<file path="src/sv/min_count_subset_sum_dp_top_assert.svh">
// Assertion macros used by the least-count subset-sum table RTL.
`ifndef MIN_COUNT_SUBSET_SUM_DP_TOP_ASSERT_SVH
`define MIN_COUNT_SUBSET_SUM_DP_TOP_ASSERT_SVH

// Same-cycle implication, checked outside reset.
`define MCSSDP_ASSERT_IMPL(label, clk, rst, ante, cons) \
  label: assert property (@(posedge clk) disable iff (rst) (ante) |-> (cons)) \
    else $error("assertion failed: same-cycle implication");

// Next-cycle implication, checked outside reset.
`define MCSSDP_ASSERT_NEXT(label, clk, rst, ante, cons) \
  label: assert property (@(posedge clk) disable iff (rst) (ante) |=> (cons)) \
    else $error("assertion failed: next-cycle implication");

`endif

</file>
<file path="src/sv/mcssdp_pkg.sv">
// Types and constants of the least-count subset-sum table.
package mcssdp_pkg;

  localparam int TABLE_DEPTH = 65536;
  localparam int IDX_W       = $clog2(TABLE_DEPTH);
  localparam int SIZE_W      = IDX_W + 1;
  localparam int CFG_W       = 17;
  localparam int CMP_W       = (SIZE_W > CFG_W) ? SIZE_W : CFG_W;
  localparam int SIZE_RESET  = (TABLE_DEPTH < 65536) ? TABLE_DEPTH : 65536;
  localparam int CNT_W       = 8;
  localparam int QUEUE_DEPTH = 2;
  localparam int QPTR_W      = $clog2(QUEUE_DEPTH);

  localparam logic [CNT_W-1:0] UNREACH = CNT_W'(254);

  localparam logic [1:0] REQ_ADD   = 2'd0;
  localparam logic [1:0] REQ_READ  = 2'd1;
  localparam logic [1:0] REQ_CLEAR = 2'd2;

  // Work codes handed from front to back.
  typedef enum logic [1:0] {
    OP_ADD,
    OP_READ,
    OP_MISS,
    OP_CLEAR
  } op_t;

  typedef struct packed {
    op_t              op;
    logic [IDX_W-1:0] weight;
    logic [IDX_W-1:0] addr;   // read index, or top index of an add sweep
  } qitem_t;

  typedef struct packed {
    logic init_busy;
  } back_status_t;

endpackage

</file>
<file path="src/sv/mcssdp_queue.sv">
// Short work queue between front and back.
module mcssdp_queue (
  input  logic               clk,
  input  logic               rst,
  input  logic               push_valid,
  output logic               push_ready,
  input  mcssdp_pkg::qitem_t push_item,
  output logic               pop_valid,
  input  logic               pop,
  output mcssdp_pkg::qitem_t pop_item
);
  import mcssdp_pkg::*;

  qitem_t            entries [QUEUE_DEPTH];
  logic [QPTR_W-1:0] wr_ptr;
  logic [QPTR_W-1:0] rd_ptr;
  logic [QPTR_W:0]   count;
  logic              do_push;
  logic              do_pop;

  assign push_ready = (count != (QPTR_W + 1)'(QUEUE_DEPTH));
  assign pop_valid  = (count != '0);
  assign pop_item   = entries[rd_ptr];
  assign do_push    = push_valid && push_ready;
  assign do_pop     = pop && pop_valid;

  always_ff @(posedge clk) begin
    if (do_push) begin
      entries[wr_ptr] <= push_item;
    end
  end

  always_ff @(posedge clk) begin
    if (rst) begin
      wr_ptr <= '0;
      rd_ptr <= '0;
      count  <= '0;
    end else begin
      if (do_push) begin
        wr_ptr <= wr_ptr + QPTR_W'(1);
      end
      if (do_pop) begin
        rd_ptr <= rd_ptr + QPTR_W'(1);
      end
      if (do_push && !do_pop) begin
        count <= count + (QPTR_W + 1)'(1);
      end else if (do_pop && !do_push) begin
        count <= count - (QPTR_W + 1)'(1);
      end
    end
  end

endmodule

</file>
<file path="config.mk">
export PLATFORM = sky130hd
export DESIGN_NAME = mcssdp_queue
export DESIGN_NICKNAME = d
export VERILOG_FILES = /design/src/sv/min_count_subset_sum_dp_top_assert.svh /design/src/sv/mcssdp_pkg.sv /design/src/sv/mcssdp_queue.sv
export SDC_FILE = /design/constraint.sdc
export NUM_CORES = 1
export LEC_CHECK = 0
export ABC_AREA = 0
export BUFFER_PORTS_ARGS = -buffer_cell sky130_fd_sc_hd__clkbuf_2
export CAP_MARGIN = 25
export CORE_MARGIN = 10
export CORE_UTILIZATION = 35
export DETAILED_ROUTE_END_ITERATION = 10
export PLACE_DENSITY = 0.67
export SLEW_MARGIN = 20
export SYNTH_ARGS = -nofsm -noshare
export SYNTH_HDL_FRONTEND = slang
export SYNTH_SLANG_ARGS = --single-unit
</file>
<file path="constraint.sdc">
create_clock -name clk -period 2.5 [get_ports clk]
set_input_delay 0.25 -clock clk [delete_from_list [all_inputs] [get_ports clk]]
set_output_delay 0.25 -clock clk [all_outputs]
set_load 0.02 [all_outputs]
</file>
Word level (Yosys, flattened, before mapping)

Memory sizes are Yosys's and may differ from the RTL's. A register that Yosys moved wholly into a read port is not among the register bits.
Cells that the tools add are included.

Bits of input ports: 38
Memories kept: 1
Logic and storage cells: 23
RAM bits: 68
Register bits: 4
Output and inout bits: 36

Add/subtract/negate cells: 4
Equality and inequality tests: 1
Reductions and logical operators: 8
Mux-type cells: 6

Memories:

| name    | depth | bits a word | read ports | clocked after memory_dff | write ports | RTL line           | RTL |
|---|---|---|---|---|---|---|---|
| entries | 2     | 34          | 1          | 1                        | 1           | mcssdp_queue.sv:14 | `qitem_t entries [QUEUE_DEPTH];` |

Operators by type and width:

| cell                | count |
|---|---|
| $logic_and 1x1->1   | 4 |
| $mux 1              | 4 |
| $mux 2              | 2 |
| $reduce_bool 2->1   | 2 |
| $add 1x1->1 const B | 2 |
| $add 2x1->2 const B | 1 |
| $logic_not 1->1     | 2 |
| $ne 2x2->1 const B  | 1 |
| $sub 2x1->2 const B | 1 |

Depth between registers and ports, before layout

Gate-level depths: netlist (run 1).

Word-level depth: 6
Gate-level depth with buffers: 6
Mapped depth without buffers: 6

Least setup slack after synthesis (run 1)

No wires, ideal clock.

Path kind: flip-flop to flip-flop
Start: register count[0]
End: memory entries[1][0] in the netlist's numbering, enable pin
Path slack: 0.500 ns
Setup time: 0.394 ns
Path buffers: 0
Cell stages (with the launch flop): 3
Data arrival time: 1.606 ns
Period minus slack after synthesis: 2.000 ns
Data required time: 2.106 ns
Cell sequence: dfxtp_1 -> nand2b_1 -> and3_1

Word-level cells in the longest chain between the ends: 4

RTL lines:

| what                         | RTL line           | RTL |
|---|---|---|
| from (decl)                  | mcssdp_queue.sv:17 | `logic [QPTR_W:0] count;` |
| from (signal assigned)       | mcssdp_queue.sv:46 | `count <= count + (QPTR_W + 1)'(1);` |
| from (signal assigned)       | mcssdp_queue.sv:48 | `count <= count - (QPTR_W + 1)'(1);` |
| $ne 2x2->1                   | mcssdp_queue.sv:21 | `assign push_ready = (count != (QPTR_W + 1)'(QUEUE_DEPTH));` |
| net push_ready               | mcssdp_queue.sv:6  | `output logic push_ready,` |
| $logic_and 1x1->1            | mcssdp_queue.sv:24 | `assign do_push = push_valid && push_ready;` |
| $mux 1                       | mcssdp_queue.sv:28 | `if (do_push) begin` |
| $mux 1 (implied by the code) | mcssdp_queue.sv:29 | `entries[wr_ptr] <= push_item;` |
| to (decl)                    | mcssdp_queue.sv:14 |  |

The timed path passes the listed nets, and every way through them passes these cells.

==> out/results.ini, run 1 <==
[run_status]
status=finished clean

[cts]
cts_htree_levels=3
clk_latency_ps=330
root_buffer=clkbuf_8
postCtsSetupBuffers=0
cts_made_buffers=9
clkTransAtPathRegs_ps=80
cts.repair.resized=0
postCtsHoldBufs=0
cts_tree=done
clock_path_buffers=2
clock_sinks=73

[critical_path]
r2r_setup_slack_ps=880
max_stage_delay_ps=410
reg2reg_to=count[1]$_SDFFE_PP0P_
critPathLaunchType=register
cp-end-kind=primary output
rr_startpoint=count[0]$_SDFFE_PP0P_
crit_arrival_ps=1710
critical_path.top_delay_family=buffers and inverters
crit_type=register to primary output
cp.buffers_inverters=2
worstPathCellList=buf_4, mux2_2, clkbuf_2
path_max_fanout=31
rr_worst_depth=5
required_ps=2250
crit_path_top_delay_cell=buf_4

[timing]
fmax_ghz=0.511
tightest_slew_ps=479
rsz0062_at_grt=false
worst_clock_skew_ps=10.4
maxSlewViolCount=0
min_period_ps=1960
finalSetupTns_ps=0
period_share_pct=78.3
setup_viol=0
timing.slew.headroom_pct=68.1
hold_viol_final=0

[global_routing]
overflow=0
grt_util_all_layers_pct=9.41
antenna_found_initial=0
first_global_vias=1576
grt_pass1_wl_um=8290
grt_start_max_net_pins=35

[final_layout]
syn_to_final_growth_pct=27.2
fin_nets=252
drive_above_1_share_pct=58.7
final_cell_area_sq_um=3400
antenna_cells=0

[routing]
drcViolationCount=0
routedWlPerCell_um=16.2
drtIter0Drc=45
vias_per_cell=4.42
first_pass_iters=4
ant_nets=0
wirelength_um=5130
vias=1401

[power]
power.switching_w=0.00106
internal_power_w=0.00258
seqPwrFrac_pct=43.4
power_density_nw_per_um2=1070
clkPwrFrac_pct=29.9
power.leakage_nw=1.30
vdd_drop_max_mv=0.433
netSwitchingFraction_pct=29.1
comb_power_share_pct=26.7

[logic_synthesis]
synth_cell_type_count=18
synth_nets=169
syn_inst=130
ys_warn_count=0
synth_mux_area_share_pct=14.3
async_flop_share_pct=0
synth_top_family_by_area=multiplexers
synthTopCellsByArea=edfxtp_1 (76%), mux2_2 (14%), dfxtp_1 (3.7%)
synth_seq_cells=73
synth-edff-count=68
synth_common_cells=edfxtp_1 (68), mux2_2 (34), dfxtp_1 (5), nor2_1 (3), xor2_1 (3)
synth-compound-area-share_pct=1.12
synth-xor-area-share_pct=0.983
synth_ff_type=edfxtp_1
yosysTopAreaCell=edfxtp_1
synthSimpleGateAreaFrac_pct=1.87
synth_adder_area_share_pct=0.468
synth_area_sq_um=2670
avgSynthCellArea_sq_um=20.6
yosysSeqAreaShare_pct=80.1
yosysMostFrequentCell=edfxtp_1
yosys.area.top_type_share_pct=76.4

[floorplan]
die_area_sq_um=11500
core-area_sq_um=7330
rows=31
initial_utilization_pct=36.5
fp.dieH_um=107
boundaryPins=74
die_width_um=107

[placed_design]
placed_area_sq_um=3160
gp_congestion=0.698
io_buffers=73

[job]
maxCapViolCount=0

[hold_path]
worstHoldEndpoint=entries[1][16]$_DFFE_PP_
holdPathStages=1
holdCritStartpoint=push_item[16]
timing.hold.worst.class=primary input to register

[cell type report]
class | instances | area (sq um)
fillers | 645 | 3930
flip-flops and latches | 73 | 2140
multi-input cells | 52 | 503
repair buffers | 76 | 388
clock buffers | 10 | 128
well taps | 99 | 124
clock inverters | 6 | 113
inverters | 1 | 3.75
[registers in the layout, indices dropped and copies added, names as in the netlist, named ones only]
signal and cells:
count 2, entries 68, rd_ptr 1, wr_ptr 1
[layout by cell type, fill, tap and decap left out, types with 2 or more instances in the layout]
cell       Yosys  final
buf_4          2      3
clkbuf_8       0      9
bufinv_16      0      3
dfxtp_1        5      5
inv_6          0      2
mux2_2        34     34
xor2_1         3      3
clkbuf_2       0     73
nor2_1         3      3
o21ai_0        2      2
edfxtp_1      68     68
a21oi_1        2      2
[routing by layer]
| metal | GRT usage, % | routed length, um |
|---|---|---|
| met5 | 0 | 0 |
| met2 | 14.9 | 2360 |
| met1 | 10.9 | 2230 |
| met3 | 3.77 | 455 |
| met4 | 4.58 | 77 |
[stage by stage]
stage	power (W)	setup WS, ps	hold WS, ps	util, %	instances
after floorplan	0.00229	500	319	-	130
after global placement	0.00260	860	439	43.1	301
after detailed placement	0.00261	850	443	43.1	301
after CTS	0.00371	477	79.0	46.4	317
after global routing	0.00385	441	77.1	46.4	317
final	0.00364	542	101	46.4	317
[logic make-up after synthesis]
| group | after synthesis |
|---|---|
| AOI/OAI and AO/OA | 5 |
| xor gates and xnor gates | 3 |
| adders and majority gates | 1 |
| buffers and inverters | 5 |
| DFF | 73 |
| muxes | 34 |
| and+or+nand+nor | 9 |
[worst max-delay path by stage]
| stage | to | slack [ps] | cells past startpoint |
|---|---|---|---|
| final | pop_item[18] | 540 | 3 |
| after global routing | pop_item[1] | 440 | 3 |
| after CTS | pop_item[18] | 480 | 3 |
| after detailed placement | pop_item[18] | 850 | 3 |
| after global placement | pop_item[18] | 860 | 3 |
| after floorplan | entries[1][0]$_DFFE_PP_ | 500 | 2 |
[power by group through the flow]
stage          sequential [W]  combinational, W  clock [W]
3_3_place_gp          0.00160          0.000994          0
6_report              0.00158          0.000973    0.00109
4_1_cts               0.00158           0.00100    0.00113
3_5_place_dp          0.00161          0.000998          0
2_1_floorplan         0.00159          0.000696          0
5_1_grt               0.00160           0.00107    0.00118
Power figures use the tool's default switching activity.
==> inputs of run 2 (changes only) <==
Clock period 2.5 ns to 1.9 ns, I/O delays scaled along.
==> run 2 against run 1 <==
Net effect:
- clock-buffer cell count is 1 lower
- utilization is 0.32 points lower
- hold slack worse by 62 ps
- die area stayed put
- clock skew is 3.5 ps lower
- non-clock buffer count is 3 higher
- clock power is 6% higher
- final area is 0.70% lower
- register-to-register slack worse by 620 ps
- critical endpoint is now pop_item[31]
- flip-flop and latch count stayed put
- highest routed layer unchanged
- setup slack worse by 320 ps
- via count is 2.9% higher
==> out/results.ini, run 2 (synthesis gave the netlist of run 1 again) <==
[floorplan]
fp.dieH_um=107
core-area_sq_um=7330
die_width_um=107
die_area_sq_um=11500
initial_utilization_pct=36.5
rows=31
boundaryPins=74

[timing]
fmax_ghz=0.597
tightest_slew_ps=321
worst_clock_skew_ps=6.96
min_period_ps=1670
maxSlewViolCount=0
whs_ps=39.0
period_share_pct=88.2
layout_setup_ws_ps=225
hold_viol_final=0
setup_viol=0
finalSetupTns_ps=0
timing.slew.headroom_pct=78.4
rsz0062_at_grt=false

[final_layout]
drive_above_1_share_pct=58.8
syn_to_final_growth_pct=26.4
fin_cells=320
fin_nets=255
top_register=entries
top_regs=entries x68, count x2
final-seq-area_sq_um=2140
largest_reg_flops=68
final_common_cell=clkbuf_2
final_cell_mix=clkbuf_2 (73), edfxtp_1 (68), mux2_2 (34)
multi_input_area_sq_um=503
final.fill_count=641
antenna_cells=0

[placed_design]
io_buffers=73
dpl.cell_count=304
pre_cts_slack_ps=290
gp_congestion=0.675
dpl.hpwl_um=3640

[critical_path]
crit_type=register to primary output
worstPathCellList=buf_4, mux2_2, clkbuf_2
critPathLaunchType=register
max_stage_delay_ps=380
cp.buffers_inverters=2
crit_arrival_ps=1480
crit_path_top_delay_cell=mux2_2
r2r_setup_slack_ps=260
rr_worst_depth=5
reg2reg_to=count[1]$_SDFFE_PP0P_
critical_path.top_delay_family=buffers and inverters
path_max_fanout=20
required_ps=1710
path_depth=3
cp-end-kind=primary output
rr_startpoint=count[0]$_SDFFE_PP0P_

[routing]
drtIter0Drc=36
routedWlPerCell_um=16.0
first_pass_iters=4
vias=1441
drcViolationCount=0
ant_nets=0
wirelength_um=5120
vias_per_cell=4.50

[cts]
root_buffer=clkbuf_8
cts.repair.resized=0
clkTransAtPathRegs_ps=80
postCtsSetupBuffers=0
clock_path_buffers=2
clock_sinks=73
clk_latency_ps=330
cts_made_buffers=9
cts_tree=done
cts_htree_levels=3
postCtsHoldBufs=0

[global_routing]
grt_start_max_net_pins=23
grt_pass1_wl_um=8050
antenna_found_initial=0
overflow=0
grt_util_all_layers_pct=9.17
first_global_vias=1597

[power]
p_total_w=0.00454
vdd_drop_max_mv=0.674
power_density_nw_per_um2=1350
power.leakage_nw=1.29

[hold_path]
worstHoldEndpoint=entries[0][27]$_DFFE_PP_
holdPathStages=1
timing.hold.worst.class=primary input to register
holdCritStartpoint=push_item[27]

[run_status]
status=finished clean

[job]
maxCapViolCount=0

==> run 2: cell types whose count changed in the layout (fill, tap and decap cells not counted), sizes merged <==
cell      before  now
clkinv         1    3
buf            3    6
clkinvlp       0    2
inv            3    2
clkbuf        83   82
bufinv         3    1
==> run 2: worst max path at each step <==
| stage | slack [ps] | endpoint |
|---|---|---|
| 2_1_floorplan | 20 | entries[0][0]$_DFFE_PP_ |
| 3_3_place_gp | 340 | count[1]$_SDFFE_PP0P_ |
| 3_5_place_dp | 290 | count[1]$_SDFFE_PP0P_ |
| 4_1_cts | 180 | pop_item[31] |
| 5_1_grt | 130 | pop_item[1] |
| 6_report | 230 | pop_item[31] |
==> run 2: area by class of cell <==
type / instances / area share [%]
sequential: 73 / 63.4
clock buffer: 9 / 3.67
inverter: 1 / 0.111
timing repair buffer: 79 / 12.2
clock inverter: 7 / 2.07
multi-input combinational: 52 / 14.9
tap: 99 / 3.67
==> run 2: per-stage QoR <==
step,util [%],area [sq um]
final,46.1,3380
after global routing,46.1,3380
after CTS,46.1,3380
after detailed placement,43.4,3180
after global placement,43.4,3180
after floorplan,-,2670
==> run 2: per-layer routing <==
layer  part of all wire, %  GRT usage, %  vias up
li1                      -             -      674
met1                    41          10.1      707
met2                    50          14.8       50
met5                     0             0        -
met4                   2.1          5.44        0
met3                   6.3          3.47       10
==> run 2: power by group <==
part,switching (W),internal (W),total [W]
combinational,0.000790,0.000528,0.00132
clock,0.000550,0.000604,0.00115
sequential,0.0000611,0.00201,0.00207
==> inputs of run 3 (changes only) <==
Settings changed: HOLD_SLACK_MARGIN from default to 0.1.
==> run 3 against run 2 <==
Net effect:
- register-to-register slack about the same
- fmax decreased by 0.76%
- largest power group unchanged
- combinational power increased by 5%
- setup slack got worse by 13 ps
- die area unchanged
- first-iteration DRC count decreased by 2.8%
- total power increased by 1.4%
==> out/results.ini, run 3 (synthesis gave the netlist of run 1 again) <==
[critical_path]
rr_worst_depth=5
crit_end=pop_item[24]
crit_arrival_ps=1500
max_stage_delay_ps=380
critical_path.top_delay_family=buffers and inverters
cp-end-kind=primary output
cp.buffers_inverters=2
crit_path_top_delay_cell=mux2_2
critPathLaunchType=register
reg2reg_to=count[1]$_SDFFE_PP0P_
crit_type=register to primary output
rr_startpoint=count[0]$_SDFFE_PP0P_
worstPathCellList=buf_4, mux2_2, clkbuf_2
required_ps=1710
r2r_setup_slack_ps=260
path_depth=3
path_max_fanout=20

[timing]
finalSetupTns_ps=0
timing.slew.headroom_pct=78.4
hold_viol_final=0
min_period_ps=1690
tightest_slew_ps=321
worst_clock_skew_ps=6.66
setup_viol=0
rsz0062_at_grt=false
whs_ps=189
maxSlewViolCount=0
fmax_ghz=0.592
period_share_pct=88.8

[global_routing]
grt_pass1_wl_um=8690
grt_start_max_net_pins=23
overflow=0
antenna_found_initial=0
first_global_vias=1764
grt_util_all_layers_pct=9.88

[cts]
cts_htree_levels=3
cts_made_buffers=9
clock_path_buffers=2
root_buffer=clkbuf_8
clock_sinks=73
clk_latency_ps=330
cts_tree=done
clkTransAtPathRegs_ps=70
postCtsSetupBuffers=0

[final_layout]
final_cell_area_sq_um=3730
antenna_cells=0
largest_reg_flops=68
fin_cells=355
final_cell_mix=clkbuf_2 (73), edfxtp_1 (68), dlygate4sd3_1 (35)
syn_to_final_growth_pct=39.5
fin_nets=290
final_common_cell=clkbuf_2
top_register=entries
drive_above_1_share_pct=50.8
top_regs=entries x68, count x2

[placed_design]
dpl.cell_count=304
dpl.hpwl_um=3640
placed_area_sq_um=3180
gp_congestion=0.675
io_buffers=73

[floorplan]
die_area_sq_um=11500
boundaryPins=74
die_width_um=107
core-area_sq_um=7330
initial_utilization_pct=36.5
rows=31
fp.dieH_um=107

[run_status]
status=finished clean

[routing]
vias_per_cell=4.46
vias=1585
ant_nets=0
first_pass_iters=4
routedWlPerCell_um=15.3
drcViolationCount=0
wirelength_um=5430
drtIter0Drc=35

[job]
maxCapViolCount=0

[power]
power.leakage_nw=1.43
power_density_nw_per_um2=1240
vdd_drop_max_mv=0.673

[hold_path]
timing.hold.worst.class=primary input to register

[run 3: changes by cell type in the layout (fill, tap and decap cells not counted), sizes merged]
cell / previous run / this run
dlygate4sd3: 0 / 35
[run 3: area by class of cell]
class,instances,area [sq um]
Tap cell,99,124
Inverter,1,3.75
Clock buffer,9,124
Multi-Input combinational cell,52,503
Sequential cell,73,2140
Timing Repair Buffer,114,761
Clock inverter,7,70.1
Fill cell,605,3600
[run 3: worst register-to-register path, stage by stage, from the launching register on]
cell and delay, ps:
dfxtp_1 350, nand2b_1 210, and2_1 190, ha_1 320, or3_1 350, a21oi_1 140
[run 3: worst min-delay path by stage]
stage	from	end	slack [ps]	cells after the start
final	push_valid	wr_ptr$_SDFFE_PP0P_	190	3
after global placement	push_item[30]	entries[0][30]$_DFFE_PP_	380	1
after global routing	push_valid	wr_ptr$_SDFFE_PP0P_	220	3
after detailed placement	push_item[30]	entries[0][30]$_DFFE_PP_	380	1
after floorplan	rst	count[1]$_SDFFE_PP0P_	260	1
after CTS	push_valid	wr_ptr$_SDFFE_PP0P_	180	3
[run 3: repair_timing]
action,in CTS,in global routing
hold buffers,35,0
resized for setup,0,0
endpoints found under the setup margin,0,0
hold endpoints to repair,73,0
[run 3: report_power, final]
part           switching [W]  total, W  internal, W
Combinational       0.000809   0.00138     0.000575
Clock               0.000549   0.00115     0.000603
Sequential         0.0000618   0.00207      0.00201
[run 3: metrics by stage]
step                utilization, %  total power [W]  setup WS [ps]
CTS                           50.8          0.00469            183
detailed placement            43.4          0.00346            290
global route                  50.8          0.00487            108
floorplan                        -          0.00301           23.5
finish                        50.8          0.00461            212
global placement              43.4          0.00344            340
[run 3: metal layers]
metal | wire (um) | track usage, % | vias to the layer above
li1 | - | - | 744
met1 | 2160 | 10.4 | 778
met2 | 2790 | 16.8 | 52
met3 | 347 | 3.65 | 11
met4 | 134 | 5.44 | 0
met5 | 0 | 0 | -
