==> config.mk <==
export PLATFORM = sky130hd
export DESIGN_NAME = mcssdp_front
export DESIGN_NICKNAME = d
export VERILOG_FILES = /design/src/sv/min_count_subset_sum_dp_top_assert.svh /design/src/sv/mcssdp_pkg.sv /design/src/sv/mcssdp_front.sv
export SDC_FILE = /design/constraint.sdc
export NUM_CORES = 1
export LEC_CHECK = 0
export ABC_AREA = 1
export BUFFER_PORTS_ARGS = -buffer_cell sky130_fd_sc_hd__buf_2
export CORE_MARGIN = 3
export CORE_UTILIZATION = 53
export CTS_CLUSTER_SIZE = 24
export DETAILED_ROUTE_END_ITERATION = 8
export GPL_TIMING_DRIVEN = 0
export PLACE_DENSITY_LB_ADDON = 0.05
export SKIP_CTS_REPAIR_TIMING = 1
export SYNTH_ARGS = -nofsm -noshare
export SYNTH_HDL_FRONTEND = slang
export SYNTH_SLANG_ARGS = --single-unit
==> constraint.sdc <==
create_clock -name clk -period 4.15 [get_ports clk]
set_input_delay 0.415 -clock clk [delete_from_list [all_inputs] [get_ports clk]]
set_output_delay 0.415 -clock clk [all_outputs]
set_load 0.02 [all_outputs]
==> src/sv/min_count_subset_sum_dp_top_assert.svh <==
// Assertion macros used by the least-count subset-sum table RTL.
`ifndef MIN_COUNT_SUBSET_SUM_DP_TOP_ASSERT_SVH
`define MIN_COUNT_SUBSET_SUM_DP_TOP_ASSERT_SVH

// Same-cycle implication, checked outside reset.
`define MCSSDP_ASSERT_IMPL(label, clk, rst, ante, cons) \
  label: assert property (@(posedge clk) disable iff (rst) (ante) |-> (cons)) \
    else $error("assertion failed: same-cycle implication");

// Next-cycle implication, checked outside reset.
`define MCSSDP_ASSERT_NEXT(label, clk, rst, ante, cons) \
  label: assert property (@(posedge clk) disable iff (rst) (ante) |=> (cons)) \
    else $error("assertion failed: next-cycle implication");

`endif

==> src/sv/mcssdp_pkg.sv <==
// Types and constants of the least-count subset-sum table.
package mcssdp_pkg;

  localparam int TABLE_DEPTH = 65536;
  localparam int IDX_W       = $clog2(TABLE_DEPTH);
  localparam int SIZE_W      = IDX_W + 1;
  localparam int CFG_W       = 17;
  localparam int CMP_W       = (SIZE_W > CFG_W) ? SIZE_W : CFG_W;
  localparam int SIZE_RESET  = (TABLE_DEPTH < 65536) ? TABLE_DEPTH : 65536;
  localparam int CNT_W       = 8;
  localparam int QUEUE_DEPTH = 2;
  localparam int QPTR_W      = $clog2(QUEUE_DEPTH);

  localparam logic [CNT_W-1:0] UNREACH = CNT_W'(254);

  localparam logic [1:0] REQ_ADD   = 2'd0;
  localparam logic [1:0] REQ_READ  = 2'd1;
  localparam logic [1:0] REQ_CLEAR = 2'd2;

  // Work codes handed from front to back.
  typedef enum logic [1:0] {
    OP_ADD,
    OP_READ,
    OP_MISS,
    OP_CLEAR
  } op_t;

  typedef struct packed {
    op_t              op;
    logic [IDX_W-1:0] weight;
    logic [IDX_W-1:0] addr;   // read index, or top index of an add sweep
  } qitem_t;

  typedef struct packed {
    logic init_busy;
  } back_status_t;

endpackage

==> src/sv/mcssdp_front.sv <==
// Front end: size register, request decode and push into the work queue.
module mcssdp_front (
  input  logic                        clk,
  input  logic                        rst,
  input  logic                        cfg_valid,
  output logic                        cfg_ready,
  input  logic [16:0]                 table_size,
  input  logic                        in_valid,
  output logic                        in_ready,
  input  logic [1:0]                  req_type,
  input  logic [15:0]                 item_weight,
  input  logic [15:0]                 query_index,
  input  mcssdp_pkg::back_status_t    status,
  output logic                        push_valid,
  input  logic                        push_ready,
  output mcssdp_pkg::qitem_t          push_item
);
  import mcssdp_pkg::*;

  logic [SIZE_W-1:0] active_size;
  logic [CMP_W-1:0]  cfg_ext;
  logic [CMP_W-1:0]  size_ext;
  logic [CMP_W-1:0]  w_ext;
  logic [CMP_W-1:0]  q_ext;
  logic              keep;

  assign cfg_ready = 1'b1;
  assign cfg_ext   = CMP_W'(table_size);

  // Saturate the written size into 2 .. TABLE_DEPTH.
  always_ff @(posedge clk) begin
    if (rst) begin
      active_size <= SIZE_W'(SIZE_RESET);
    end else if (cfg_valid && cfg_ready) begin
      if (cfg_ext < CMP_W'(2)) begin
        active_size <= SIZE_W'(2);
      end else if (cfg_ext > CMP_W'(TABLE_DEPTH)) begin
        active_size <= SIZE_W'(TABLE_DEPTH);
      end else begin
        active_size <= SIZE_W'(cfg_ext);
      end
    end
  end

  assign size_ext = CMP_W'(active_size);
  assign w_ext    = CMP_W'(item_weight);
  assign q_ext    = CMP_W'(query_index);

  always_comb begin
    keep             = 1'b0;
    push_item.op     = OP_CLEAR;
    push_item.weight = IDX_W'(item_weight);
    push_item.addr   = IDX_W'(query_index);
    unique case (req_type)
      REQ_ADD: begin
        // zero weight or weight past the table changes nothing
        keep           = (item_weight != 16'd0) && (w_ext < size_ext);
        push_item.op   = OP_ADD;
        push_item.addr = IDX_W'(active_size - SIZE_W'(1));
      end
      REQ_READ: begin
        keep         = 1'b1;
        push_item.op = (q_ext < size_ext) ? OP_READ : OP_MISS;
      end
      REQ_CLEAR: begin
        keep         = 1'b1;
        push_item.op = OP_CLEAR;
      end
      default: begin
        keep = 1'b0;
      end
    endcase
  end

  assign in_ready   = push_ready && !status.init_busy;
  assign push_valid = in_valid && in_ready && keep;

endmodule

Word-level counts from Yosys, hierarchy flattened
Cells that the tools add are included.
{"block": "totals", "reg_bits": 17, "output_inout_bits": 37, "rom_bits": 0, "mem_bits_rw": 0, "input_bits": 57, "wordCells": 22, "n_memories": 0, "latch_bits": 0}
{"block": "op_classes", "add_sub_neg": 1, "div_mod_pow": 0, "magnitude_cmp": 4, "reduce_logical": 8, "mux": 6, "n_eq_ne": 2, "shifts": 0, "n_mul": 0, "n_bitwise": 0}
{"op": "$lt 16x17->1", "count": 2}
{"op": "$mux 17", "count": 2}
{"op": "$gt 17x17->1 const B", "count": 1}
{"op": "$lt 17x2->1 const B", "count": 1}
{"op": "$mux 16", "count": 1}
{"op": "$reduce_bool 16->1", "count": 1}
{"op": "$sub 16x1->16 const B", "count": 1}
{"op": "$logic_and 1x1->1", "count": 4}
{"op": "$pmux 2 s2", "count": 1}
{"op": "$eq 2x1->1 const B", "count": 1}
{"op": "$eq 2x2->1 const B", "count": 1}
{"op": "$logic_not 2->1", "count": 1}
{"op": "$mux 2", "count": 1}
{"op": "$pmux 1 s2", "count": 1}
{"op": "$reduce_or 2->1", "count": 1}
{"op": "$logic_not 1->1", "count": 1}

Depth between registers and ports, before layout
Gate-level depths: netlist (run 1).
{"block": "logic_depth", "depth_word": 4, "mapped_depth": 13, "ltp_nobuf": 13}

Least setup slack after synthesis (run 1)
No wires, ideal clock.
{"block": "synth_path", "kind": "input -> output", "start": "in req_type[1]", "end": "out push_item[3] in the netlist's numbering", "stages": 6, "t_arrival_ps": 1557, "required_ps": 3735, "n_path_buf": 2, "path_slack_ps": 2178, "path_cell_list": "inv_1 > ha_1 > clkbuf_1 > inv_1 > clkbuf_1 > o21ai_0"}
{"element": "from (decl)", "line": "mcssdp_front.sv:10", "source": "input logic [1:0] req_type,"}
{"element": "to (decl)", "line": "mcssdp_front.sv:16", "source": "output mcssdp_pkg::qitem_t push_item"}

==> metrics.md, run 1 <==
| Metric | Value |
|---|---|
| Fin crit share | 58.3% |
| Nets | 539 |
| Warnings from Yosys | 0 |
| Pin count of the biggest net entering global routing | 11 |
| Die area | 4940 µm² |
| Minimum clock period | 2.42 ns |
| Critical path depth | 11 |
| Hold depth | 3 |
| Worst Hold End | active_size[9]$_SDFFE_PP0P_ |
| GRT Resource Usage Total | 22.7% |
| Clock transition at path regs | 0.06 ns |
| Crit-path leading delay family | flip-flops |
| Io pins | 94 |
| RSZ-0062 raised after global routing | false |
| Kind of critical path | reg -> out |
| First-pass GRT wire length | 9.47 mm |
| Top flop regs | active_size (17) |
| CP Launch Type | flop |
| Routability Congestion | 0.886 |
| Worst setup EP type | primary output |
| TNS Setup | 0 ns |
| CORE AREA | 3830 µm² |
| Synth cell types | 31 |
| Flops & latches, synth | 17 |
| Iter 0 DRT Violations | 93 |
| Top-area cell type share of the netlist area | 19.4% |
| Setup-failing EPs final | 0 |
| Register area share after synthesis | 15.5% |
| Mean Syn Cell Area | 6.22 µm² |
| Syn Nets | 443 |
| Site row count | 22 |
| Worst hold path class | in -> reg |
| Design Power | 0.575 mW |
| Final hold viol count | 0 |
| Clock Skew | 0 ns |
| Critical R2R Capture | active_size[7]$_SDFFE_PP0P_ |
| CP max-delay cell | dfxtp_1 |
| Largest register FFs | 17 |
| Clk_lat worst skew | 0.25 ns |
| Fin. max-slew vios | 0 |
| Port-buffer cells | 91 |
| CP peak stage delay | 0.38 ns |
| Mapped cell area | 2190 µm² |
| Die Wd | 70.3 µm |
| Initial core utilization | 57.2% |
| CP Max Fanout | 6 |
| Routed Antenna Nets | 0 |
| Highest Clock Rate | 0.413 GHz |
| R2R depth | 2 |
| Vias after detailed routing | 2477 |
| Via count of the first global-routing pass | 2244 |
| # clock sinks | 17 |
| Combinational power share | 47.3% |
| Clock buffer depth | 2 |
| Reg power frac | 31.2% |
| Clock network fraction of design power | 21.5% |
| Fin worst setup slack | 1.73 ns |
| Crit path arrival time | 2.01 ns |
| R2R Path Start | active_size[7]$_SDFFE_PP0P_ |
| Placed inst area | 2710 µm² |
| Sw Pwr | 0.225 mW |
| Req. time, crit path | 3.73 ns |
| CP cell instances | inv_1, ha_1, nand2_1, inv_1, o21ai_0, a21oi_1, nor2_1, nand3_1, nand2_1, o21a_1, buf_2 |
| CTS buffer count | 3 |
| Crit path buf inv count | 3 |
| Routed WL | 5.52 mm |
| Most flops, register | active_size |
| Syn Inst Count | 352 |
| Finished layout cell area | 2750 µm² |
| Run status | finished, final reports clean |
| Initial antenna violation count | 0 |
| Layout area overhead | 25.6% |
| R2r setup slk | 3.42 ns |
| CTS tree | built |
| Pwr Density | 209 nW/µm² |
| Pre-CTS setup slack | 1.90 ns |
| Via density | 5.00 |
| Maximum VDD drop | 0.000219 V |
| CTS H-tree lvls | 1 |
| Post-synth top area cell | ha_1 |
| Leakage power | 1.45 nW |
| Residual DRC count | 0 |
| Total grt overflow | 0 |
| Synth area leaders | ha_1 (19%), dfxtp_1 (16%), nand2_1 (15%) |
| Root buf cell | clkbuf_8 |
| Wirelength per Cell | 11.1 µm |
| Worst hold slack | 0.415 ns |
| Max_cap viols | 0 |
| Switching share of power | 39.2% |
| Drt first pass iters | 4 |
| Die height | 70.3 µm |
| HPWL after detailed placement | 4.84 mm |
| Layout cells sized above 1 | 28.9% |
| Cell Int Power | 0.350 mW |
| Diode count | 0 |
| Hold_sp | table_size[9] |
-- cell usage after synthesis, drive strengths merged --
library cell,count
a21o,2
a21oi,30
a31oi,5
buf,18
clkbuf,7
clkinv,1
conb,1
dfxtp,17
ha,34
inv,34
nand2,91
nand3,16
nand3b,1
nand4,5
nor2,53
nor3,1
nor4,1
o2111ai,1
o21a,2
o21ai,25
or2,2
xor2,5
-- metal layers --
layer | vias up | global-route usage (%) | wire length [µm] | share of wire [%]
met1 | 1062 | 27.9 | 2380 | 43
li1 | 1323 | - | - | -
met5 | - | 0 | 0 | 0
met2 | 85 | 42.1 | 2670 | 48
met4 | 0 | 5.53 | 77 | 1.4
met3 | 7 | 1.44 | 388 | 7.0
-- through the flow --
step | instances | util, %
after floorplan | 352 | -
after global placement | 491 | 70.7
after detailed placement | 491 | 70.7
after CTS | 495 | 71.9
after global routing | 495 | 71.9
final | 495 | 71.9
-- cell families after synthesis --
logic type	share of synthesized area [%]
and+or+nand+nor	33.4
DFF	15.5
adders and majority gates	19.4
buffers and inverters	13.5
AOI/OAI and AO/OA	15.9
other	0.171
xor gates and xnor gates	2.00
-- placed cells by master (no fill, tap or decap), types with 2 or more instances in the layout --
master and n:
ha_1 34, xor2_1 5, nand3_1 13, nor2_1 48
dfxtp_1 17, nand3_2 3, nand2_1 89, nor2_2 4
a21o_1 2, o21a_1 2, nand4_1 5, o21ai_0 22
a31oi_1 5, or2_2 2, clkbuf_1 8, a21oi_1 29
buf_2 91, buf_4 17, clkbuf_8 3, inv_1 31
o21ai_1 3, inv_2 3
-- how the worst max path moves through the flow --
stage / end / startpoint / slack [ns]
finish: push_item[32] / active_size[10]$_SDFFE_PP0P_ / 1.73
detailed placement: push_item[7] / req_type[1] / 1.90
floorplan: push_item[3] / req_type[1] / 2.18
global route: push_item[32] / active_size[10]$_SDFFE_PP0P_ / 1.60
global placement: push_item[7] / req_type[1] / 1.91
CTS: push_item[32] / active_size[10]$_SDFFE_PP0P_ / 1.76
-- area by class of cell --
type	count	area [µm²]
Buffer	25	165
Timing Repair Buffer	91	455
Multi-Input combinational cell	275	1550
Sequential cell	17	340
Tap cell	48	60.1
Clock buffer	4	45.0
Fill cell	368	1080
Inverter	35	131
-- power groups by stage --
| stage | sequential, mW | clock [mW] | combinational, mW |
|---|---|---|---|
| floorplan | 0.181 | 0 | 0.182 |
| global placement | 0.183 | 0 | 0.266 |
| detailed placement | 0.183 | 0 | 0.272 |
| CTS | 0.180 | 0.124 | 0.273 |
| global route | 0.181 | 0.129 | 0.310 |
| finish | 0.179 | 0.124 | 0.272 |
-- worst min-delay path, stage by stage --
cell and delay, ns:
buf_2 0.10, nand2_1 0.06, a21oi_1 0.05
(Power assumes the default switching activity.)
==> run 2: changes to the inputs <==
ABC_AREA = 0   (was 1)
CORE_UTILIZATION = 48   (was 53)
clock period = 2.4 ns   (was 4.15 ns; I/O delays follow)
==> metrics.md, run 2 <==
| Metric | Value |
|---|---|
| Top flop regs | active_size (17) |
| Register area share after synthesis | 16.7% (+1.2 points) |
| Residual DRC count | 0 (unchanged) |
| Pre-CTS setup slack | -0.00782 ns (-1.91 ns) |
| Post-Route Utilization | 71.4% (-0.48 points) |
| Routability Congestion | 0.835 (-5.8%) |
| CP cell instances | inv_4, ha_4, or4b_4, or3_4, nor4_4, xnor2_1, a21oi_1, buf_4 |
| Run status | finished with violations |
| Pin count of the biggest net entering global routing | 11 (unchanged) |
| CTS tree | built |
| Synth area leaders | ha_1 (21%), dfxtp_1 (17%), a21oi_1 (10%) |
| CP Launch Type | flop |
| Synth Area in Adders | 20.9% (+1.5 points) |
| Failing checks | negative setup slack |
| Warnings from Yosys | 0 (unchanged) |
| Fin crit share | 105% |
| Req. time, crit path | 2.16 ns (-1.57 ns) |
| Fin worst setup slack | -0.124 ns (-1.85 ns) |
| Simple-Gate Fraction of Synth Area | 24.9% (-8.5 points) |
| HPWL after detailed placement | 4.72 mm (-2.5%) |
| Most frequent cells in the layout | buf_2 (87), a21oi_1 (33), buf_4 (30), ha_1 (29), nor2_1 (28) |
| Initial core utilization | 50.4% (-6.8 points) |
| Kind of critical path | reg -> out |
| Worst hold path class | in -> reg |
| Io pins | 94 (unchanged) |
| RSZ-0062 raised after global routing | true |
| CORE AREA | 4030 µm² (+5.3%) |
| Initial antenna violation count | 0 (unchanged) |
| FFs w/ async S/R, synth | 0% (unchanged) |
| Root buf cell | clkbuf_8 |
| Clock transition at path regs | 0.06 ns (about the same) |
| Final hold viol count | 0 (unchanged) |
| Sw Pwr | 0.383 mW (+70%) |
| Fin. max-slew vios | 0 (unchanged) |
| Slew headroom | 62.3% |
| Layout cells sized above 1 | 44.6% (+16 points) |
| Crit-path leading delay family | simple AND/OR/NAND/NOR gates |
| Largest family of logic cells by synthesized area | simple AND/OR/NAND/NOR gates |
| Maximum VDD drop | 0.000369 V (+68%) |
| Wirelength per Cell | 13.7 µm (+23%) |
| Reg area | 375 µm² (+10%) |
| Most flops, register | active_size |
| Routed WL | 5.84 mm (+5.7%) |
| Combinational power share | 49.9% (+2.6 points) |
| M1 GR Usage | 25.9% (-2.0 points) |
| Finished layout cell area | 2880 µm² (+4.6%) |
| Switching share of power | 37.2% (-2.0 points) |
| CP peak stage delay | 0.49 ns (+0.11 ns) |
| Layout area overhead | 41.6% |
| Fillers | 361 (-1.9%) |
| Iter 0 DRT Violations | 63 (-32%) |
| Synth Area in XOR/XNOR | 5.17% (+3.2 points) |
| Mean Syn Cell Area | 7.47 µm² (+20%) |
| Flops & latches, synth | 17 (unchanged) |
| Clock Skew | 0 ns (unchanged) |
| Worst hold slack | 0.256 ns (-0.160 ns) |
| Leakage power | 1.30 nW (-10%) |
| Worst Tran Pin Value | 0.560 ns |
| Worst setup EP type | primary output |
| Setup-failing EPs final | 2 (+2) |
| CP max-delay cell | or4b_4 |
| Clk_lat worst skew | 0.25 ns (about the same) |
| Compound-Gate Fraction of Synth Area | 19.7% (+3.8 points) |
| Mapped cell area | 2030 µm² (-7.2%) |
| Pwr Density | 358 nW/µm² (+71%) |
| Reg power frac | 29.9% (-1.3 points) |
| EDFF count, synth | 0 (unchanged) |
| Post-synth top flop | dfxtp_1 |
| Vias after detailed routing | 2310 (-6.7%) |
| Mux contribution to synthesized area | 0.554% (+0.55 points) |
| Largest register FFs | 17 (unchanged) |
| Design Power | 1.03 mW (+79%) |
| Routed Antenna Nets | 0 (unchanged) |
| Most frequent cells after synthesis | a21oi_1 (41), ha_1 (34), nor2_1 (29) |
| CTS buffer count | 3 (unchanged) |
| Most common cell in the synthesized netlist | a21oi_1 |
| Minimum clock period | 2.52 ns |
| Via density | 5.41 (+8.1%) |
| Clock buffer depth | 2 (unchanged) |
| Die area | 5050 µm² (+2.3%) |
| CP Max Fanout | 5 (-1) |
| Via count of the first global-routing pass | 2045 (-8.9%) |
| Port-buffer cells | 91 (unchanged) |
| Syn Nets | 363 (-18%) |
| Site row count | 23 (+4.5%) |
| Die Wd | 71.1 µm (+1.1%) |
| First-pass GRT wire length | 8.83 mm (-6.7%) |
| Die height | 71.1 µm (+1.1%) |
| Highest Clock Rate | 0.396 GHz |
| Drt first pass iters | 4 (unchanged) |
| Max_cap viols | 0 (unchanged) |
| Cell Int Power | 0.647 mW (+85%) |
| Syn Inst Count | 272 (-23%) |
| Met3 GRT Util | 2.13% (+0.69 points) |
| Total grt overflow | 0 (unchanged) |
| Clock network fraction of design power | 20.2% (-1.3 points) |
| Nets | 469 (-13%) |
| GR Util met2 | 38.2% (-3.9 points) |
| Post-synth top area cell | ha_1 |
| GR peak layer | met2 |
| Synth cell types | 44 (+42%) |
| Placed inst area | 2550 µm² (-5.7%) |
| Multi-input logic area | 1600 µm² (+3.3%) |
| Top-area cell type share of the netlist area | 20.9% (+1.5 points) |
| TNS Setup | -0.135 ns (-0.135 ns) |
| # clock sinks | 17 (unchanged) |
| Crit path buf inv count | 2 (-1) |
| Placed Instances | 413 (-16%) |
| Diode count | 0 (unchanged) |
| Commonest non-fill, non-tap cell in the layout | buf_2 |
| Finished Layout Cells | 427 (-14%) |
| Crit path arrival time | 2.28 ns (+0.27 ns) |
| CTS H-tree lvls | 1 (unchanged) |
| GRT Resource Usage Total | 21.3% (-1.4 points) |
[run 2: changes by cell type after synthesis, sizes merged, moves of 9 or more]
cell and change:
nand2 -79, nor2 -24, o21ai -19, inv -13, xnor2 +12, a21oi +11
nor4 +9
[run 2: worst paths after layout]
kind	startpoint	cells after the start	end	slack [ns]
setup / recovery	active_size[0]$_SDFFE_PP0P_	8	push_item[14]	-0.12
hold / removal	table_size[15]	3	active_size[15]$_SDFFE_PP0P_	0.26
setup reg to reg	active_size[1]$_SDFFE_PP0P_	3	active_size[1]$_SDFFE_PP0P_	1.50
hold reg to reg	active_size[8]$_SDFFE_PP0P_	2	active_size[8]$_SDFFE_PP0P_	0.49
[run 2: power by group through the flow]
stage	Clock, mW	Sequential [mW]	Combinational (mW)
after floorplan	0	0.311	0.304
after CTS	0.211	0.310	0.454
final	0.208	0.308	0.514
after global placement	0	0.316	0.446
after global routing	0.224	0.309	0.568
after detailed placement	0	0.316	0.452
[run 2: cells by family (layout without fill, tap and decap cells)]
kind of cell,Yosys count,in the layout
mux,1,1
other cells,1,1
fa+ha+maj,34,34
xor+xnor,12,12
simple gates,92,92
compound gates,68,68
flops,17,17
buf+inv,47,152
[run 2: area by class of cell]
class	count	area share, %
clock buffer	4	1.57
buffer	25	5.48
multi-input combinational	208	55.8
tap	50	2.17
sequential	17	13.0
inverter	22	3.04
timing repair buffer	101	18.9
[run 2: metal layers]
layer,vias up,share of wire [%]
li1,1175,-
met4,0,2.2
met3,13,5.6
met5,-,0
met1,1043,42
met2,79,50
[run 2: worst register-to-register path, delay by kind of cell (launching register included)]
family / cells / cell delay (ns)
flops: 1 / 0.36
compound gates: 1 / 0.27
buf+inv: 2 / 0.17
==> run 3: changes to the inputs <==
CELL_PAD_IN_SITES_DETAIL_PLACEMENT = 0   (was default)
CELL_PAD_IN_SITES_GLOBAL_PLACEMENT = 2   (was default)
CORE_UTILIZATION = 25   (was 48)
==> metrics.md, run 3 (same netlist as run 2, synthesis figures left out) <==
| Metric | Value |
|---|---|
| Via density | 4.66 (-14%) |
| Fin. max-slew vios | 0 (unchanged) |
| Commonest non-fill, non-tap cell in the layout | buf_2 |
| Routability Congestion | 0.796 (-4.7%) |
| Routed Antenna Nets | 0 (unchanged) |
| Fin worst setup slack | -0.153 ns (-0.0286 ns) |
| Hold depth | 3 (unchanged) |
| RSZ-0062 raised after global routing | true |
| Worst setup EP type | primary output |
| Req. time, crit path | 2.16 ns (about the same) |
| First-pass GRT wire length | 10.0 mm (+14%) |
| Leakage power | 1.29 nW (-1.0%) |
| Clock Skew | 0 ns (unchanged) |
| R2r setup slk | 1.50 ns (about the same) |
| Kind of critical path | reg -> out |
| Initial antenna violation count | 0 (unchanged) |
| Io pins | 94 (unchanged) |
| Design Power | 1.02 mW (-1.1%) |
| Top flop regs | active_size (17) |
| Highest Clock Rate | 0.392 GHz (-1.1%) |
| GRT Resource Usage Total | 13.9% (-7.3 points) |
| Failing checks | negative setup slack |
| Site row count | 32 (+39%) |
| Total grt overflow | 0 (unchanged) |
| Die Wd | 96.2 µm (+35%) |
| Diode count | 0 (unchanged) |
| CORE AREA | 7810 µm² (+94%) |
| Residual DRC count | 0 (unchanged) |
| Drt first pass iters | 4 (unchanged) |
| Switching share of power | 37.1% (-0.065 points) |
| Iter 0 DRT Violations | 47 (-25%) |
| Die area | 9250 µm² (+83%) |
| Cell Int Power | 0.641 mW (-1.0%) |
| Nets | 468 (-0.21%) |
| Clk_lat worst skew | 0.24 ns (about the same) |
| Root buf cell | clkbuf_8 |
| Layout cells sized above 1 | 41.5% (-3.1 points) |
| Minimum clock period | 2.55 ns (+0.0286 ns) |
| Pre-CTS setup slack | -0.111 ns (-0.103 ns) |
| Largest register FFs | 17 (unchanged) |
| Run status | finished with violations |
| CP Launch Type | flop |
| Worst hold path class | in -> reg |
| Pwr Density | 354 nW/µm² (-1.3%) |
| Port-buffer cells | 91 (unchanged) |
| Routed WL | 6.56 mm (+12%) |
| Clock network fraction of design power | 20.2% (about the same) |
| Fillers | 868 (+140%) |
| Via count of the first global-routing pass | 2037 (-0.39%) |
| Vias after detailed routing | 2226 (-3.6%) |
| CP Max Fanout | 5 (unchanged) |
| Layout area overhead | 41.8% |
| Setup-failing EPs final | 2 (unchanged) |
| Initial core utilization | 26.0% (-24 points) |
| Slew headroom | 63.5% (+1.2 points) |
| Final hold viol count | 0 (unchanged) |
| Worst Tran Pin Value | 0.542 ns (-0.0179 ns) |
| Max_cap viols | 0 (unchanged) |
| Sw Pwr | 0.378 mW (-1.3%) |
| CTS buffer count | 3 (unchanged) |
| Wirelength per Cell | 13.7 µm (+0.37%) |
| TNS Setup | -0.193 ns (-0.0578 ns) |
| Clock transition at path regs | 0.06 ns (about the same) |
| CTS tree | built |
| Crit path arrival time | 2.31 ns (+0.03 ns) |
| Clock buffer depth | 2 (unchanged) |
| CTS H-tree lvls | 1 (unchanged) |
| Most frequent cells in the layout | buf_2 (87), a21oi_1 (38), ha_1 (30), buf_4 (30), nor2_1 (29) |
| Reg power frac | 30.3% (+0.4 points) |
| Most flops, register | active_size |
| Combinational power share | 49.5% (-0.4 points) |
| R2R depth | 3 (unchanged) |
| Pin count of the biggest net entering global routing | 11 (unchanged) |
| Die height | 96.2 µm (+35%) |
| Maximum VDD drop | 0.000299 V (-19%) |
| HPWL after detailed placement | 5.74 mm (+22%) |
| Fin crit share | 106% (+1.2 points) |
| # clock sinks | 17 (unchanged) |
## run 3: cell count changes in the layout (fill, tap and decap cells not counted), moves of 2 or more
| cell | before | now |
|---|---|---|
| o21ai_1 | 3 | 1 |
| a21oi_2 | 8 | 2 |
| dfxtp_2 | 7 | 9 |
| or4_1 | 0 | 2 |
| a21oi_1 | 33 | 38 |
| o21ai_0 | 3 | 5 |
| or4_4 | 3 | 1 |
## run 3: area by class of cell
type / instances / area, µm² / share of cell area (%)
clock buffers: 4 / 45.0 / 1.56
plain buffers: 25 / 158 / 5.47
multi-input cells: 208 / 1560 / 54.0
well taps: 102 / 128 / 4.43
repair buffers: 100 / 533 / 18.5
flip-flops and latches: 17 / 374 / 13.0
inverters: 22 / 87.6 / 3.04
## run 3: worst max-delay path, cell delays in order (launching register included)
cell	delay, ns
dfxtp_4	0.37
inv_4	0.06
ha_4	0.13
or4b_4	0.50
or3_4	0.38
nor4_4	0.23
xnor2_1	0.14
a21oi_1	0.08
buf_4	0.17
## run 3: power groups by stage
stage               clock (mW)  sequential [mW]  combinational [mW]
CTS                      0.217            0.311               0.465
global route             0.228            0.312               0.567
floorplan                    0            0.311               0.304
finish                   0.206            0.309               0.504
detailed placement           0            0.317               0.463
global placement             0            0.317               0.465
## run 3: through the flow
step,hold slack (ns),instances,util [%],instance area (µm²)
final,0.251,478,36.9,2880
after global routing,0.290,478,36.9,2880
after CTS,0.247,469,34.1,2660
after detailed placement,0.511,465,33.5,2620
after global placement,0.497,465,33.5,2620
after floorplan,0.384,272,-,2030
## run 3: routing by layer
layer / vias up / track usage, % / part of all wire, %
li1: 1175 / - / -
met1: 971 / 18.0 / 46
met2: 70 / 24.6 / 47
met3: 10 / 0.938 / 5.8
met4: 0 / 4.15 / 1.8
met5: - / 0 / 0
## run 3: worst paths after layout
check / end / startpoint
max reg2reg: active_size[1]$_SDFFE_PP0P_ / active_size[1]$_SDFFE_PP0P_
min reg2reg: active_size[9]$_SDFFE_PP0P_ / active_size[9]$_SDFFE_PP0P_
max: push_item[14] / active_size[0]$_SDFFE_PP0P_
min: active_size[15]$_SDFFE_PP0P_ / table_size[15]
